==> config.mk <==
export PLATFORM = sky130hd
export DESIGN_NAME = three_way_color_partition_core
export DESIGN_NICKNAME = d
export VERILOG_FILES = /design/src/hdl/twcp_pkg.sv /design/src/hdl/three_way_color_partition_core.sv
export SDC_FILE = /design/constraint.sdc
export NUM_CORES = 2
export LEC_CHECK = 0
export ABC_AREA = 0
export BUFFER_PORTS_ARGS = -buffer_cell sky130_fd_sc_hd__clkbuf_2
export CORE_ASPECT_RATIO = 0.75
export CORE_MARGIN = 1.5
export CORE_UTILIZATION = 57
export CTS_CLUSTER_DIAMETER = 150
export CTS_CLUSTER_SIZE = 24
export DETAILED_ROUTE_END_ITERATION = 12
export GPL_ROUTABILITY_DRIVEN = 0
export PLACE_DENSITY = 0.74
export SYNTH_ARGS = -nofsm -noshare
export SYNTH_HDL_FRONTEND = slang
export SYNTH_SLANG_ARGS = --single-unit
export TNS_END_PERCENT = 20
==> constraint.sdc <==
create_clock -name clk -period 4.3 [get_ports clk]
set_clock_uncertainty 0.05 [all_clocks]
set_input_delay 0.215 -clock clk [delete_from_list [all_inputs] [get_ports clk]]
set_output_delay 0.215 -clock clk [all_outputs]
set_load 0.02 [all_outputs]
==> src/hdl/twcp_pkg.sv <==
// ----------------------------------------------------------------------------
// twcp_pkg
// shared types and constants for the three-way colour partition core
// ----------------------------------------------------------------------------
package twcp_pkg;

  // colour codes, any code above red is folded onto red
  localparam logic [1:0] COL_BLUE  = 2'd0;
  localparam logic [1:0] COL_GREEN = 2'd1;
  localparam logic [1:0] COL_RED   = 2'd2;

  localparam int unsigned VALUE_W = 32;
  localparam int unsigned COUNT_W = 7;

  // one stored entry
  typedef struct packed {
    logic [1:0]         color;
    logic [VALUE_W-1:0] value;
  } item_t;

  typedef enum logic [2:0] {
    S_LOAD,
    S_PRD,
    S_PEVAL,
    S_PW1,
    S_PW2,
    S_EMIT,
    S_DONE
  } state_t;

endpackage

==> src/hdl/three_way_color_partition_core.sv <==
// ----------------------------------------------------------------------------
// three_way_color_partition_core
// loads colour-tagged items into a buffer, runs a three-index partition in
// place and streams the reordered set out with the group boundaries
// ----------------------------------------------------------------------------
//
//  channel  | ports                                   | handshake
//  ---------+-----------------------------------------+-------------------------
//  input    | in_color in_value in_last_in            | start high, busy low
//  result   | out_color out_value out_blue_count      | out_valid, one cycle,
//           | out_green_end out_overflow out_last_out | no back-pressure
//
//  loading takes one cycle per beat; the set ends on the beat with in_last_in
//  partition: each green item passes S_PRD and S_PEVAL, a blue or red swap
//  also S_PW1 and S_PW2, as every swap needs two reads and two writes
//  emission: one beat per cycle from the registered read port, then S_DONE
//  clears the indices; busy stays high from the last beat until then
//  synchronous active-low reset clears counters, indices and the flag;
//  the buffer itself holds no reset and is only read where written this set
//  the receiver cannot stall, so results leave at the buffer read rate
//
module three_way_color_partition_core #(
  parameter int unsigned DEPTH = 64
) (
  input  logic                           clk,
  input  logic                           rst_n,
  input  logic                           start,
  output logic                           busy,
  input  logic [1:0]                     in_color,
  input  logic signed [31:0]             in_value,
  input  logic                           in_last_in,
  output logic                           out_valid,
  output logic [1:0]                     out_color,
  output logic signed [31:0]             out_value,
  output logic [twcp_pkg::COUNT_W-1:0]   out_blue_count,
  output logic [twcp_pkg::COUNT_W-1:0]   out_green_end,
  output logic                           out_overflow,
  output logic                           out_last_out
);
  import twcp_pkg::*;

  // count width holds DEPTH itself, address width indexes the buffer
  localparam int unsigned CW = $clog2(DEPTH + 1);
  localparam int unsigned AW = $clog2(DEPTH);

  // item buffer, one write and one registered read port
  item_t mem [DEPTH];

  state_t         state_r, state_nxt;
  logic [CW-1:0]  count_r, count_nxt;
  logic [CW-1:0]  scan_r, scan_nxt;
  logic [CW-1:0]  blue_r, blue_nxt;
  logic [CW-1:0]  red_r, red_nxt;
  logic [CW-1:0]  emit_r, emit_nxt;
  logic           dropped_r, dropped_nxt;
  logic           out_valid_r, out_valid_nxt;
  logic           out_last_r, out_last_nxt;
  logic [AW-1:0]  swap_a_r, swap_a_nxt;
  logic [AW-1:0]  swap_b_r, swap_b_nxt;
  item_t          cur_r, cur_nxt;
  item_t          rdata_r;

  logic           rd_en;
  logic [AW-1:0]  rd_addr;
  logic           wr_en;
  logic [AW-1:0]  wr_addr;
  item_t          wr_data;

  logic           accept;
  logic           has_room;
  logic [1:0]     in_color_fold;

  // only the load state takes input beats
  assign busy          = (state_r != S_LOAD);
  assign accept        = start && !busy;
  assign has_room      = count_r < CW'(DEPTH);
  assign in_color_fold = in_color[1] ? COL_RED : in_color;

  // buffer write port
  always_ff @(posedge clk) begin
    if (wr_en) begin
      mem[wr_addr] <= wr_data;
    end
  end

  // buffer read port, data registered and held while not reading
  always_ff @(posedge clk) begin
    if (rd_en) begin
      rdata_r <= mem[rd_addr];
    end
  end

  // next state
  always_comb begin
    state_nxt = state_r;
    case (state_r)
      S_LOAD: begin
        if (accept && in_last_in) begin
          state_nxt = S_PRD;
        end
      end
      S_PRD: begin
        // scan meets the red boundary: partition is complete
        state_nxt = (scan_r < red_r) ? S_PEVAL : S_EMIT;
      end
      S_PEVAL: begin
        state_nxt = (rdata_r.color == COL_GREEN) ? S_PRD : S_PW1;
      end
      S_PW1: state_nxt = S_PW2;
      S_PW2: state_nxt = S_PRD;
      S_EMIT: begin
        if (emit_r + CW'(1) >= count_r) begin
          state_nxt = S_DONE;
        end
      end
      S_DONE: state_nxt = S_LOAD;
      default: state_nxt = S_LOAD;
    endcase
  end

  // datapath control and register next values
  always_comb begin
    rd_en         = 1'b0;
    rd_addr       = scan_r[AW-1:0];
    wr_en         = 1'b0;
    wr_addr       = count_r[AW-1:0];
    wr_data       = '{color: in_color_fold, value: in_value};
    count_nxt     = count_r;
    scan_nxt      = scan_r;
    blue_nxt      = blue_r;
    red_nxt       = red_r;
    emit_nxt      = emit_r;
    dropped_nxt   = dropped_r;
    out_valid_nxt = 1'b0;
    out_last_nxt  = 1'b0;
    swap_a_nxt    = swap_a_r;
    swap_b_nxt    = swap_b_r;
    cur_nxt       = cur_r;
    case (state_r)
      S_LOAD: begin
        if (accept) begin
          if (has_room) begin
            wr_en     = 1'b1;
            count_nxt = count_r + CW'(1);
          end else begin
            dropped_nxt = 1'b1;
          end
          if (in_last_in) begin
            scan_nxt = '0;
            blue_nxt = '0;
            emit_nxt = '0;
            red_nxt  = has_room ? count_r + CW'(1) : count_r;
          end
        end
      end
      S_PRD: begin
        // fetch the item under the scan index
        rd_en   = scan_r < red_r;
        rd_addr = scan_r[AW-1:0];
      end
      S_PEVAL: begin
        cur_nxt    = rdata_r;
        swap_a_nxt = scan_r[AW-1:0];
        if (rdata_r.color == COL_GREEN) begin
          scan_nxt = scan_r + CW'(1);
        end else if (rdata_r.color == COL_BLUE) begin
          // swap with the first green item at the blue boundary
          rd_en      = 1'b1;
          rd_addr    = blue_r[AW-1:0];
          swap_b_nxt = blue_r[AW-1:0];
          blue_nxt   = blue_r + CW'(1);
          scan_nxt   = scan_r + CW'(1);
        end else begin
          // swap with the last unscanned item, red boundary moves down
          rd_en      = 1'b1;
          red_nxt    = red_r - CW'(1);
          rd_addr    = red_nxt[AW-1:0];
          swap_b_nxt = red_nxt[AW-1:0];
        end
      end
      S_PW1: begin
        // partner item into the scan slot
        wr_en   = 1'b1;
        wr_addr = swap_a_r;
        wr_data = rdata_r;
      end
      S_PW2: begin
        // scanned item into the partner slot
        wr_en   = 1'b1;
        wr_addr = swap_b_r;
        wr_data = cur_r;
      end
      S_EMIT: begin
        if (emit_r < count_r) begin
          rd_en         = 1'b1;
          rd_addr       = emit_r[AW-1:0];
          out_valid_nxt = 1'b1;
          out_last_nxt  = (emit_r + CW'(1)) == count_r;
          emit_nxt      = emit_r + CW'(1);
        end
      end
      S_DONE: begin
        // final beat is on the ports this cycle; clear for the next set
        count_nxt   = '0;
        scan_nxt    = '0;
        blue_nxt    = '0;
        red_nxt     = '0;
        emit_nxt    = '0;
        dropped_nxt = 1'b0;
      end
      default: ;
    endcase
  end

  // control registers
  always_ff @(posedge clk) begin
    if (!rst_n) begin
      state_r     <= S_LOAD;
      count_r     <= '0;
      scan_r      <= '0;
      blue_r      <= '0;
      red_r       <= '0;
      emit_r      <= '0;
      dropped_r   <= 1'b0;
      out_valid_r <= 1'b0;
      out_last_r  <= 1'b0;
    end else begin
      state_r     <= state_nxt;
      count_r     <= count_nxt;
      scan_r      <= scan_nxt;
      blue_r      <= blue_nxt;
      red_r       <= red_nxt;
      emit_r      <= emit_nxt;
      dropped_r   <= dropped_nxt;
      out_valid_r <= out_valid_nxt;
      out_last_r  <= out_last_nxt;
    end
  end

  // swap payload registers
  always_ff @(posedge clk) begin
    swap_a_r <= swap_a_nxt;
    swap_b_r <= swap_b_nxt;
    cur_r    <= cur_nxt;
  end

  // result beat, boundaries masked to the port width
  assign out_valid      = out_valid_r;
  assign out_color      = rdata_r.color;
  assign out_value      = $signed(rdata_r.value);
  assign out_blue_count = COUNT_W'(blue_r);
  assign out_green_end  = COUNT_W'(red_r);
  assign out_overflow   = dropped_r;
  assign out_last_out   = out_last_r;

  // results only leave while the block is occupied
  assert property (@(posedge clk) disable iff (!rst_n) out_valid |-> busy)
    else $error("result beat while idle");

  // the set closes on a last beat and the block turns busy
  assert property (@(posedge clk) disable iff (!rst_n)
    (start && !busy && in_last_in) |=> busy)
    else $error("last beat did not start the partition");

  // the blue boundary never overtakes the scan index
  assert property (@(posedge clk) disable iff (!rst_n) blue_r <= scan_r)
    else $error("blue boundary ahead of scan index");

  // an item is only evaluated below the red boundary
  assert property (@(posedge clk) disable iff (!rst_n)
    (state_r == S_PEVAL) |-> (scan_r < red_r))
    else $error("evaluation past the red boundary");

  // the last beat of a non-empty set is always flagged with a valid strobe
  assert property (@(posedge clk) disable iff (!rst_n)
    (state_r == S_DONE && count_r != '0) |-> (out_valid && out_last_out))
    else $error("set ended without a last result beat");

endmodule
# Word level (Yosys, flattened, before mapping)
# Memories as Yosys holds them, arrays and structs flattened. A register that Yosys moved wholly into a read port is not among the register bits.
# Cells that the tools add are included.
dict set report totals {
  input_bits 38
  ram_bits 2176
  wordCells 103
  reg_bits 87
  n_memories 1
  output_inout_bits 52
}
# memory words word_bits rd rd_ports_with_merged_regs wr line_no
set mem_list {}
lappend mem_list {mem 64 34 1 1 1 three_way_color_partition_core.sv:47} ;# item_t mem [DEPTH];
dict set report op_classes {
  n_lt_le_gt_ge 4
  add_sub_neg 5
  reduce_logical 20
  n_bitwise 1
  mux 41
  eq_ne 18
}
# cell n
set ops {}
lappend ops {{$mux 7} 13}
lappend ops {{$pmux 7 s3} 4}
lappend ops {{$pmux 34 s2} 1}
lappend ops {{$add 7x1->7 const B} 4}
lappend ops {{$pmux 6 s2} 2}
lappend ops {{$mux 6} 3}
lappend ops {{$ne 2x2->1 const B} 9}
lappend ops {{$pmux 3 s6} 1}
lappend ops {{$lt 7x7->1} 2}
lappend ops {{$pmux 7 s2} 1}
lappend ops {{$reduce_and 5->1} 2}
lappend ops {{$eq 3x3->1 const B} 3}
lappend ops {{$mux 3} 3}
lappend ops {{$reduce_bool 3->1} 3}
lappend ops {{$mux 1} 8}
lappend ops {{$reduce_and 2->1} 4}
lappend ops {{$reduce_and 4->1} 2}
lappend ops {{$eq 7x7->1} 1}
lappend ops {{$ge 7x7->1} 1}
lappend ops {{$lt 7x7->1 const B} 1}
lappend ops {{$sub 7x1->7 const B} 1}
lappend ops {{$eq 3x2->1 const B} 2}
lappend ops {{$reduce_and 3->1} 2}
lappend ops {{$mux 2} 2}
lappend ops {{12 further kinds} 14}

# Logic depth before layout (Yosys ltp)
dict set report depth {
  word_depth 7
  depth_mapped 16
  ltp_nobuf 11
}

# Worst setup path after synthesis
# Ideal clock, no wire load.
dict set report synth_path {
  path_type {flip-flop to flip-flop}
  from {reg state_r[2]}
  to {mem mem[47][0] (netlist bit), enable pin}
  synth_period_minus_slack_ns 3.834
  slack_ns 0.466
  path_buffers 2
  arrival_ns 3.359
  path_stages_with_launch 9
  setup_ns 0.425
  required_time_ns 3.825
  path_cell_list {dfxtp_1 inv_2 nor3_1 clkbuf_1 clkbuf_1 a21oi_1 o21ai_0 nand2_1 nor2_1}
}
dict set report synth_between {
  elab_chain_len 7
  word_cells_on_any_way 12
  cone_classes {2 x eq/ne; 5 x mux; 5 x reduce/logical}
}
# item line_no
set synth_rtl {}
lappend synth_rtl {{start: declaration} three_way_color_partition_core.sv:49} ;# state_t state_r, state_nxt;
lappend synth_rtl {{start signal: assignment} three_way_color_partition_core.sv:228} ;# state_r <= state_nxt;
lappend synth_rtl {{$reduce_bool 3->1} three_way_color_partition_core.sv:74} ;# assign busy = (state_r != S_LOAD);
lappend synth_rtl {{$logic_not 1->1} three_way_color_partition_core.sv:75} ;# assign accept = start && !busy;
lappend synth_rtl {{$logic_and 1x1->1} three_way_color_partition_core.sv:75}
lappend synth_rtl {{$mux 1} three_way_color_partition_core.sv:141} ;# if (accept) begin
lappend synth_rtl {{$pmux 1 s2} three_way_color_partition_core.sv:139} ;# case (state_r)
lappend synth_rtl {{$mux 1} three_way_color_partition_core.sv:81} ;# if (wr_en) begin
lappend synth_rtl {{$mux 1 (not written as such)} three_way_color_partition_core.sv:82} ;# mem[wr_addr] <= wr_data;
lappend synth_rtl {{end: declaration} three_way_color_partition_core.sv:47}
# Parallel ways exist; a longest one is shown, timed or not.

# Final worst setup path
dict set report layout_path {
  from {reg count_r[5]}
  to {reg, netlist name out_value[28]}
}
dict set report layout_between {
  elab_chain_len 3
  word_cells_on_any_way 5
  cone_classes {1 x order compare; 4 x mux}
}
# item line_no
set layout_rtl {}
lappend layout_rtl {{start: declaration} three_way_color_partition_core.sv:50} ;# logic [CW-1:0] count_r, count_nxt;
lappend layout_rtl {{start signal: assignment} three_way_color_partition_core.sv:229} ;# count_r <= count_nxt;
lappend layout_rtl {{$lt 7x7->1 (*)} three_way_color_partition_core.sv:194} ;# if (emit_r < count_r) begin
lappend layout_rtl {{$mux 1 or $mux 6 (tied branches)} three_way_color_partition_core.sv:194}
lappend layout_rtl {{$pmux 1 s3 or $pmux 6 s2 (tied branches)} three_way_color_partition_core.sv:139}
# Every way passes the cells marked *; elsewhere a longest branch is shown, timed or not.
# A chain may end at the register's enable or synchronous reset.

==> impl_metrics.json <==
{
  "cts_tree": "yes",
  "syn-cell-area_um2": 89940,
  "power.switching_mw": 11.55,
  "clkLatencyLatePin_ns": 0.78,
  "gr-total-overflow": 0,
  "synth_top_cell_area_share": 0.7533,
  "layout_common_cells": "2256 x edfxtp_1, 620 x nand2_1, 577 x a21oi_1",
  "io_buffers": 89,
  "die_area_um2": 160200,
  "htree_levels": 3,
  "drive_gt1_frac": 0.1339,
  "max_freq_ghz": 0.2349,
  "end_kind": "register",
  "drt-vias-per-instance": 6.857,
  "swShare": 0.2612,
  "syn_inst": 5566,
  "antenna_found_initial": 15,
  "grt_max_degree": 93,
  "hold_viol_final": 0,
  "final_cells": 7887,
  "period_share": 0.9902,
  "area_growth_pct": 10.99,
  "placed_cells": 7736,
  "grt_setup_unrepaired": "yes",
  "first_pass_iters": 7,
  "die_height_um": 347,
  "hold_class": "input pin to register",
  "async_flop_share": 0,
  "period_needed_ns": 4.258,
  "die_w_um": 461.7,
  "synth_edf_count": 2256,
  "track_usage": 0.3060,
  "criticalPathCategory": "register to register",
  "fillCellCount": 10680,
  "drtIter0Drc": 8663,
  "cp.required_ns": 4.73,
  "wl_mm": 247.6,
  "postRouteAntennaNets": 0,
  "hpwlAfterDp_mm": 136.7,
  "drcViolationCount": 0,
  "yosys_warnings": 0,
  "start_kind": "register",
  "grt_pass1_wl_mm": 354.1,
  "p_comb_frac": 0.156,
  "arrival_ns": 4.68,
  "maxSlewViolCount": 0,
  "worst_slew_pin_slew_ns": 1.026,
  "io-pin-count": 90,
  "clock_sinks": 2297,
  "peakVddDrop_mv": 0.3496,
  "cts_buffers": 105,
  "nets": 5812,
  "synthDistinctLibCells": 64,
  "clkPwrFrac": 0.251,
  "clock_path_buffers": 3,
  "p_int_mw": 32.67,
  "synth-seq-cells": 2297,
  "maxSlewHeadroom": 0.3160,
  "start_util": 0.5728,
  "setup_viol": 0,
  "crit_fanout": 34,
  "synth_ff_type": "edfxtp_1",
  "synth_nets": 5629,
  "p_per_area_nw_per_um2": 443.0,
  "status": "completed",
  "leakagePower_nw": 34.05,
  "seqPwrFrac": 0.594,
  "rows": 126,
  "synth_top_area_cell": "edfxtp_1",
  "cap_violations": 0,
  "path_clk_slew_ns": 0.10,
  "layout_commonest_cell": "edfxtp_1",
  "grt_pass1_vias": 50826,
  "core_area_um2": 157000,
  "vias": 54079,
  "seq_area_frac_synth": 0.7624,
  "synth_area_per_cell_um2": 16.16,
  "synthTopCellsByArea": "edfxtp_1 75%, mux2i_1 6.1%, a221oi_1 5.3%",
  "wl_per_cell_um": 31.39,
  "final_core_util": 0.6357,
  "cts-root-buf": "clkbuf_16"
}
state kept, by name, indices dropped and copies added, names as in the netlist, 7 cells and up:
register        cells
emit_r              7
out_value          32
count_r             7
mem              2176
cur_r              34
out_green_end       7
out_blue_count      7
scan_r              7
metal layers:
layer	part of all wire	GRT usage	up-vias
li1	-	-	22561
met1	0.38	0.4455	27358
met2	0.45	0.4528	3649
met3	0.14	0.07667	501
met4	0.037	0.1058	10
met5	0.00023	0	-
power groups by stage:
stage,clock network [mW],registers [mW],logic [mW]
6_report,11.1,26.3,6.88
5_1_grt,11.9,26.3,7.24
4_1_cts,11.1,26.2,6.66
3_5_place_dp,0,26.8,6.60
3_3_place_gp,0,26.7,6.42
2_1_floorplan,0,26.8,3.61
cell type report:
cell class	instances	area, um2	share of cell area
Sequential cell	2297	68570	0.6869
Antenna cell	3	7.507	0.00007521
Clock buffer	127	2774	0.02779
Clock inverter	3	33.78	0.0003384
Multi-Input combinational cell	2848	20630	0.2067
Tap cell	2112	2643	0.02647
Inverter	20	76.32	0.0007646
Timing Repair Buffer	477	5085	0.05094
cell usage after synthesis (2+ instances only):
| library cell | number |
|---|---|
| inv_1 | 18 |
| xnor2_1 | 16 |
| nand2_1 | 654 |
| mux2i_1 | 547 |
| nand4_1 | 38 |
| a21o_1 | 16 |
| o41ai_1 | 126 |
| nand3b_1 | 4 |
| a221oi_1 | 544 |
| a22oi_1 | 40 |
| xor2_1 | 10 |
| nand3_1 | 12 |
| o41ai_2 | 10 |
| a21oi_2 | 2 |
| nor2_1 | 117 |
| nor4_1 | 2 |
| or2_1 | 2 |
| buf_4 | 18 |
| a21boi_0 | 5 |
| o211a_1 | 2 |
| ha_1 | 25 |
| buf_6 | 18 |
| buf_1 | 12 |
| nor3_1 | 13 |
| clkbuf_1 | 171 |
| nor2b_1 | 15 |
| buf_2 | 183 |
| o21ai_0 | 13 |
| and3_1 | 2 |
| o221ai_1 | 2 |
| edfxtp_1 | 2256 |
| dfxtp_1 | 41 |
| and2_1 | 9 |
| o211ai_1 | 2 |
| a221o_1 | 5 |
| a21oi_1 | 579 |
| nand2b_1 | 7 |
| or3_1 | 4 |
timing repair:
action	in CTS	in global routing
endpoints found under the setup margin	25	34
hold endpoints to repair	28	0
buffers inserted	0	11
hold buffers	3	0
pin swaps	3	7
cloned	0	4
resized for setup	39	35
worst paths after layout:
check | start | endpoint | slack, ns | cells past startpoint
max | count_r[5] | out_value[28] | 0.04 | 14
min | in_value[18] | mem[14][18] | 0.13 | 4
max reg2reg | count_r[5] | out_value[28] | 0.04 | 14
min reg2reg | out_blue_count[6] | out_blue_count[6] | 0.49 | 2
stage by stage:
stage	TNS [ns]	power, mW	area (um2)	setup WS (ns)	hold WS [ns]
2_1_floorplan	0	30.39	89940	0.4659	0.2767
3_3_place_gp	-10.35	33.17	96130	-0.9515	0.4336
3_5_place_dp	-5.399	33.36	96230	-0.6021	0.4556
4_1_cts	-0.01274	44.02	99400	-0.01274	0.1124
5_1_grt	-0.3111	45.38	99810	-0.06166	0.1555
6_report	0	44.22	99820	0.04227	0.1324
logic make-up after synthesis:
logic type,synth area share
flops,0.7624
compound gates,0.1081
simple gates,0.04022
mux,0.06088
buf+inv,0.02243
xor+xnor,0.002532
fa+ha+maj,0.003478
worst max-delay path: stages, from the launching register on:
cell	delay, ns
dfxtp_1	0.42
inv_1	0.12
ha_1	0.33
nand2_1	0.11
o2111ai_4	0.28
nor2_4	0.10
buf_4	0.15
nand2_1	0.20
and3_4	0.37
buf_12	0.28
buf_12	0.27
mux2i_1	0.23
a221oi_1	0.15
o41ai_4	0.69
nand4_1	0.15
(Power assumes the default switching activity.)
